`src/sv/sorted_key_value_table_defines.svh`:
```
// Assertion macros shared by the sorted key-value table modules.
// Each macro expects signals named clk and rst in the module that uses it.
`ifndef SORTED_KEY_VALUE_TABLE_DEFINES_SVH
`define SORTED_KEY_VALUE_TABLE_DEFINES_SVH

// The consequent must hold in the same cycle as the antecedent.
`define SKVT_ASSERT_NOW(name, ante, cons, msg) \
  name: assert property (@(posedge clk) disable iff (rst) (ante) |-> (cons)) \
    else $error(msg);

// The consequent must hold in the cycle after the antecedent.
`define SKVT_ASSERT_NEXT(name, ante, cons, msg) \
  name: assert property (@(posedge clk) disable iff (rst) (ante) |=> (cons)) \
    else $error(msg);

`endif

```
`src/sv/skvt_pkg.sv`:
```
// Shared types and constants of the sorted key-value table.
// No dependencies; the controller, datapath, top level and testbench import this package.
package skvt_pkg;

  localparam int DEFAULT_TABLE_DEPTH = 256;
  localparam int KEY_W      = 32;
  localparam int VAL_W      = 32;
  localparam int OCC_W      = 9;
  localparam int ENTRY_W    = KEY_W + VAL_W;
  localparam int IN_DATA_W  = 64;
  localparam int OUT_DATA_W = 48;

  typedef logic [1:0] op_t;
  localparam op_t CMD_GET    = 2'd0;
  localparam op_t CMD_PUT    = 2'd1;
  localparam op_t CMD_DELETE = 2'd2;

  typedef logic [1:0] res_t;
  localparam res_t ST_PRESENT = 2'd0;
  localparam res_t ST_ABSENT  = 2'd1;
  localparam res_t ST_FULL    = 2'd2;

  // Commands from the controller to the datapath.
  typedef struct packed {
    logic load;
    logic probe;
    logic compare;
    logic decide;
    logic shift_up;
    logic shift_down;
    logic write_entry;
    logic count_inc;
    logic count_dec;
    logic load_out;
  } dp_cmd_t;

  // Status from the datapath back to the controller.
  typedef struct packed {
    logic range_open;
    logic match;
    logic hit;
    logic is_put;
    logic is_delete;
    logic full;
    logic shift_done;
    logic out_free;
  } dp_status_t;

endpackage

```
`src/sv/skvt_ctrl.sv`:
```
// Sequencer of the sorted key-value table: search, shift, write and result steps.
// Depends on skvt_pkg and the assertion macros in sorted_key_value_table_defines.svh.
`include "sorted_key_value_table_defines.svh"

module skvt_ctrl
  import skvt_pkg::*;
(
  input  logic       clk,
  input  logic       rst,
  input  logic       in_valid,
  output logic       in_ready,
  output dp_cmd_t    cmd,
  input  dp_status_t status
);

  typedef enum logic [7:0] {
    S_IDLE       = 8'b0000_0001,
    S_PROBE      = 8'b0000_0010,
    S_COMPARE    = 8'b0000_0100,
    S_DECIDE     = 8'b0000_1000,
    S_SHIFT_UP   = 8'b0001_0000,
    S_SHIFT_DOWN = 8'b0010_0000,
    S_WRITE      = 8'b0100_0000,
    S_RESULT     = 8'b1000_0000
  } state_t;

  state_t state, state_next;

  assign in_ready = (state == S_IDLE);

  always_comb begin
    state_next = state;
    cmd = '0;
    case (state)
      S_IDLE: begin
        if (in_valid) begin
          cmd.load   = 1'b1;
          state_next = S_PROBE;
        end
      end
      S_PROBE: begin
        if (status.range_open) begin
          cmd.probe  = 1'b1;
          state_next = S_COMPARE;
        end else begin
          state_next = S_DECIDE;
        end
      end
      S_COMPARE: begin
        cmd.compare = 1'b1;
        state_next  = status.match ? S_DECIDE : S_PROBE;
      end
      S_DECIDE: begin
        cmd.decide = 1'b1;
        if (status.is_put) begin
          if (status.hit) begin
            state_next = S_WRITE;
          end else if (status.full) begin
            state_next = S_RESULT;
          end else begin
            state_next = S_SHIFT_UP;
          end
        end else if (status.is_delete && status.hit) begin
          state_next = S_SHIFT_DOWN;
        end else begin
          state_next = S_RESULT;
        end
      end
      S_SHIFT_UP: begin
        cmd.shift_up = 1'b1;
        if (status.shift_done) begin
          state_next = S_WRITE;
        end
      end
      S_SHIFT_DOWN: begin
        cmd.shift_down = 1'b1;
        if (status.shift_done) begin
          cmd.count_dec = 1'b1;
          state_next    = S_RESULT;
        end
      end
      S_WRITE: begin
        cmd.write_entry = 1'b1;
        cmd.count_inc   = !status.hit;
        state_next      = S_RESULT;
      end
      S_RESULT: begin
        if (status.out_free) begin
          cmd.load_out = 1'b1;
          state_next   = S_IDLE;
        end
      end
      default: begin
        state_next = S_IDLE;
      end
    endcase
  end

  always_ff @(posedge clk) begin
    if (rst) begin
      state <= S_IDLE;
    end else begin
      state <= state_next;
    end
  end

  `SKVT_ASSERT_NOW(a_load_out_free, cmd.load_out, status.out_free, "result loaded over a pending transfer")
  `SKVT_ASSERT_NOW(a_shift_up_insert, state == S_SHIFT_UP, status.is_put && !status.hit && !status.full, "shift up outside an insert")
  `SKVT_ASSERT_NOW(a_shift_down_delete, state == S_SHIFT_DOWN, status.is_delete && status.hit, "shift down outside a delete")

endmodule

```
`config.mk`:
```
export PLATFORM = sky130hd
export DESIGN_NAME = skvt_ctrl
export DESIGN_NICKNAME = d
export VERILOG_FILES = /design/src/sv/skvt_pkg.sv /design/src/sv/skvt_ctrl.sv
export VERILOG_INCLUDE_DIRS = /design/src /design/src/sv
export SDC_FILE = /design/constraint.sdc
export NUM_CORES = 1
export LEC_CHECK = 0
export BUFFER_PORTS_ARGS = -buffer_cell sky130_fd_sc_hd__buf_2
export CAP_MARGIN = 0
export CELL_PAD_IN_SITES_DETAIL_PLACEMENT = 1
export CELL_PAD_IN_SITES_GLOBAL_PLACEMENT = 1
export CORE_MARGIN = 5
export CORE_UTILIZATION = 31
export DETAILED_ROUTE_END_ITERATION = 7
export PLACE_DENSITY = 0.79
export SYNTH_ARGS = -nofsm -noshare
export SYNTH_HDL_FRONTEND = slang
export SYNTH_SLANG_ARGS = --single-unit
```
`constraint.sdc`:
```
create_clock -name clk -period 2.15 [get_ports clk]
set_input_delay 0.3225 -clock clk [delete_from_list [all_inputs] [get_ports clk]]
set_output_delay 0.3225 -clock clk [all_outputs]
set_load 0.1 [all_outputs]
```
* Word level (Yosys, flattened, before mapping)
Index checks and enable logic that the tools add are counted.
** Operators by class
- Reduce and logical (&&, ||, !) cells :: 3
- Eq/ne operators :: 12
- Multiplexer cells :: 24
** Operator list (count)
- 8-bit 2-to-1 mux :: 8
- 8-bit case mux with 8 select lines :: 1
- 1-bit 2-to-1 mux :: 12
- 8-bit by 1-bit == test with 1-bit output, second input constant :: 1
- 8-bit by 2-bit == test with 1-bit output, second input constant :: 1
- 8-bit by 3-bit == test with 1-bit output, second input constant :: 1
- 8-bit by 4-bit == test with 1-bit output, second input constant :: 1
- 8-bit by 5-bit == test with 1-bit output, second input constant :: 1
- 8-bit by 6-bit == test with 1-bit output, second input constant :: 1
- 8-bit by 7-bit == test with 1-bit output, second input constant :: 1
- 8-bit == test, second input constant :: 1
- 4-bit 2-to-1 mux :: 2
- 2-bit inequality test, second input constant :: 4
- 4-bit AND reduction :: 1
- 2-bit 2-to-1 mux :: 1
- 1-bit logical AND :: 1
- 1-bit logical NOT :: 1
** Word-level totals
- Output and inout port bits :: 11
- Input port bits :: 11
- Logic and storage cells :: 40
- Flip-flop bits (word level) :: 8

* Logic depth before layout (Yosys ltp)
- Depth in word-level cells :: 4
- Depth in mapped cells :: 5
- Gate-level depth less buffers :: 5

* Worst setup path before layout
OpenSTA, ideal clock, no wires.
- Kind :: reg-to-output
- From :: register state[0]
- To :: output port cmd[0] (netlist name)
- Setup slack :: -2.061 ns
- Buffers on the path :: 0
- Cell stages (with the launch flop) :: 4
- Arrival time :: 3.888 ns
- Cells stage by stage :: dfxtp_1 -> nor4_4 -> nand2_1 -> nor4b_1
** RTL lines
- start: declaration :: RTL line skvt_ctrl.sv:27 : state_t state, state_next;
- start signal: assignment :: RTL line skvt_ctrl.sv:103 : state <= state_next;
- end: declaration :: RTL line skvt_ctrl.sv:12 : output dp_cmd_t cmd,

==> results.md <==
- Run status: complete, no violations
- FF+latch count, synth: 8
- First-pass GRT wire length: 2980 µm
- Die ar.: 0.00265 mm²
- # IOs: 22
- Post-detailed-route count of antenna-violating nets: 0
- Largest regs: state: 8 flops
- Starting Density: 0.316
- Ys Warns: 0
- Post-synthesis average cell area: 8.09 µm²
- # DRC: 0
- Cts hold-fix bufs: 0
- Max FO, Critical Path: 6
- Post-CTS setup buffer count: 0
- Chip width: 51.5 µm
- Setup Skew: roughly 0.00073 ns
- WL final: 1880 µm
- Vias: 632
- Antenna diodes: 0
- Post-layout util: 0.542
- Pwr per Cell Area: about 850 mW/mm²
- Final Max Slew Viols: 0
- PnR Total Power: about 780 µW
- Post-synthesis sequential area ratio: 0.300
- Detailed router's first-iteration violation count: 7
- Clock latency on the worst-skew pair: between 0.2 and 0.3 ns
- Tmin final: 2.04 ns
- Port buffer count: 21
- Crit path DAT: between 1.5 and 2 ns
- Total iterations of the first detailed-routing run: 4
- Grt total ovfl: 0
- Vias in the first global route: 631
- Final Hold Vio Count: 0
- Pleak: 0.402 nW
- WL/cell: 17.1 µm
- Post-synth net total: 77
- FILL cells: between 150 and 200
- Largest register by flop count: state
- Worst slew pin tran: 0.442 ns
- Final GP Congestion: 0.769
- Largest register FFs: 8
- Synth Cell Area: 534 µm²
- Period utilisation layout: 0.947
- Finished Layout Cells: 110
- Worst vdd ir: 0.720 mV
- Worst EP required: roughly 1.8 ns
- Clk sink count: 8
- Min-Delay Path Class: in2reg
- FF+latch area: 161 µm²
- CTS clk-pin slew, worst paths: 0.06 ns
- Dpl cells: around 110
- Post-DR vias/cell: 5.75
- Max_cap viols: 0
- Clock Path Buffers: 2
- CTS tree: done
- F_max: 491 MHz
- Final nets: 106
- Share of layout cells above drive strength 1: 0.430
- Mapped Cells: 66
- CP startpoint kind: flop
- Total core area: 0.00169 mm²
- Yosys cell types: 30
- TritonCTS Buffers: 3
- Type of the worst setup path: reg2out
- Post-CTS sizing: 0
- H-tree Lvls: 1
- Setup violators final: 0
- Initial antenna violation count: 0
- Largest net degree at the start of global routing: 7
- Setup crit end kind: output port
- Root Driver: clkbuf_4
- Rel. slew slack: 0.701
- Area grow syn2layout: 71.4%
- Row Count: 15
- Hold Worst Slack: a little over 0.3 ns
- Detail Placement HPWL: between 1000 and 1500 µm
- Die H: around 52 µm
- Area of the multi-input gates: 388 µm²
- Tot GR Track Use: 0.154
[Yosys cell counts (all sizes together)]
master / number / area share
o211a: 1 / 0.019
dfxtp: 8 / 0.30
o22ai: 1 / 0.012
nor4: 2 / 0.052
nand2: 5 / 0.035
a211oi: 1 / 0.014
nor2b: 1 / 0.012
and3: 2 / 0.026
nand2b: 1 / 0.012
nor2: 12 / 0.084
nor3b: 1 / 0.014
and4b: 3 / 0.059
nand4b: 2 / 0.033
o21ai: 1 / 0.0094
a21oi: 3 / 0.035
nor4b: 5 / 0.082
o21a: 1 / 0.014
a31oi: 2 / 0.023
a32oi: 1 / 0.016
inv: 6 / 0.042
o31ai: 1 / 0.014
nand3: 1 / 0.0094
a2bb2oi: 1 / 0.016
or4: 1 / 0.021
buf: 1 / 0.014
xor2: 2 / 0.033
[final cells by class]
type,count,area share
clock buffers,3,0.0246
inverters,6,0.0246
multi-input cells,51,0.423
flip-flops and latches,8,0.176
well taps,17,0.0232
repair buffers,25,0.328
[layer usage]
metal,global-route usage,part of all wire
met2,0.227,0.49
met3,0.0258,0.029
met4,0.0917,0.024
met5,0,0
met1,0.207,0.46
[worst paths after layout]
path / start / end / slack (ns) / cells past startpoint
max: state[3] / cmd[5] / 0.11 / 4
min reg2reg: state[3] / state[1] / 0.75 / 3
min: rst / state[4] / 0.31 / 2
max reg2reg: state[0] / state[6] / 0.20 / 5
[cell families (layout without fill, tap and decap cells)]
family	Yosys count	after routing	synth area share
AO/OA/AOI/OAI	13	13	0.173
XOR/XNOR	2	2	0.0328
buffers and inverters	7	34	0.0562
flip-flops	8	8	0.300
AND/OR/NAND/NOR	36	36	0.438
[placed cells by master, fill, tap and decap left out, drive strengths merged, types with 2 or more instances in the layout]
| master | Yosys | layout |
|---|---|---|
| dfxtp | 8 | 8 |
| a21oi | 3 | 3 |
| nor4b | 5 | 5 |
| inv | 6 | 6 |
| a31oi | 2 | 2 |
| nand2 | 5 | 5 |
| and4b | 3 | 3 |
| buf | 1 | 25 |
| clkbuf | 0 | 3 |
| nand4b | 2 | 2 |
| xor2 | 2 | 2 |
| and3 | 2 | 2 |
| nor2 | 12 | 12 |
| nor4 | 2 | 2 |
[worst max-delay path: stages (launching register included)]
cell and delay, ns:
dfxtp_2 0.36, nor4_4 0.41, nand2_1 0.16, nor3b_4 0.29, buf_12 0.21
[stage by stage]
| stage | area (µm²) | setup TNS, ns | setup WS (ns) |
|---|---|---|---|
| floorplan | 561 | -0.578 | -0.218 |
| global placement | 875 | 0 | 0.300 |
| detailed placement | 875 | 0 | 0.227 |
| CTS | 897 | 0 | 0.0510 |
| global route | 916 | -0.00115 | -0.00115 |
| finish | 916 | 0 | 0.114 |
[power by group]
part           internal (mW)  switching, mW  leakage, nW
logic                  0.169          0.291        0.323
clock network         0.0647         0.0630       0.0138
registers              0.165         0.0298       0.0654
total                  0.399          0.384        0.402
Power figures use the tool's default switching activity.
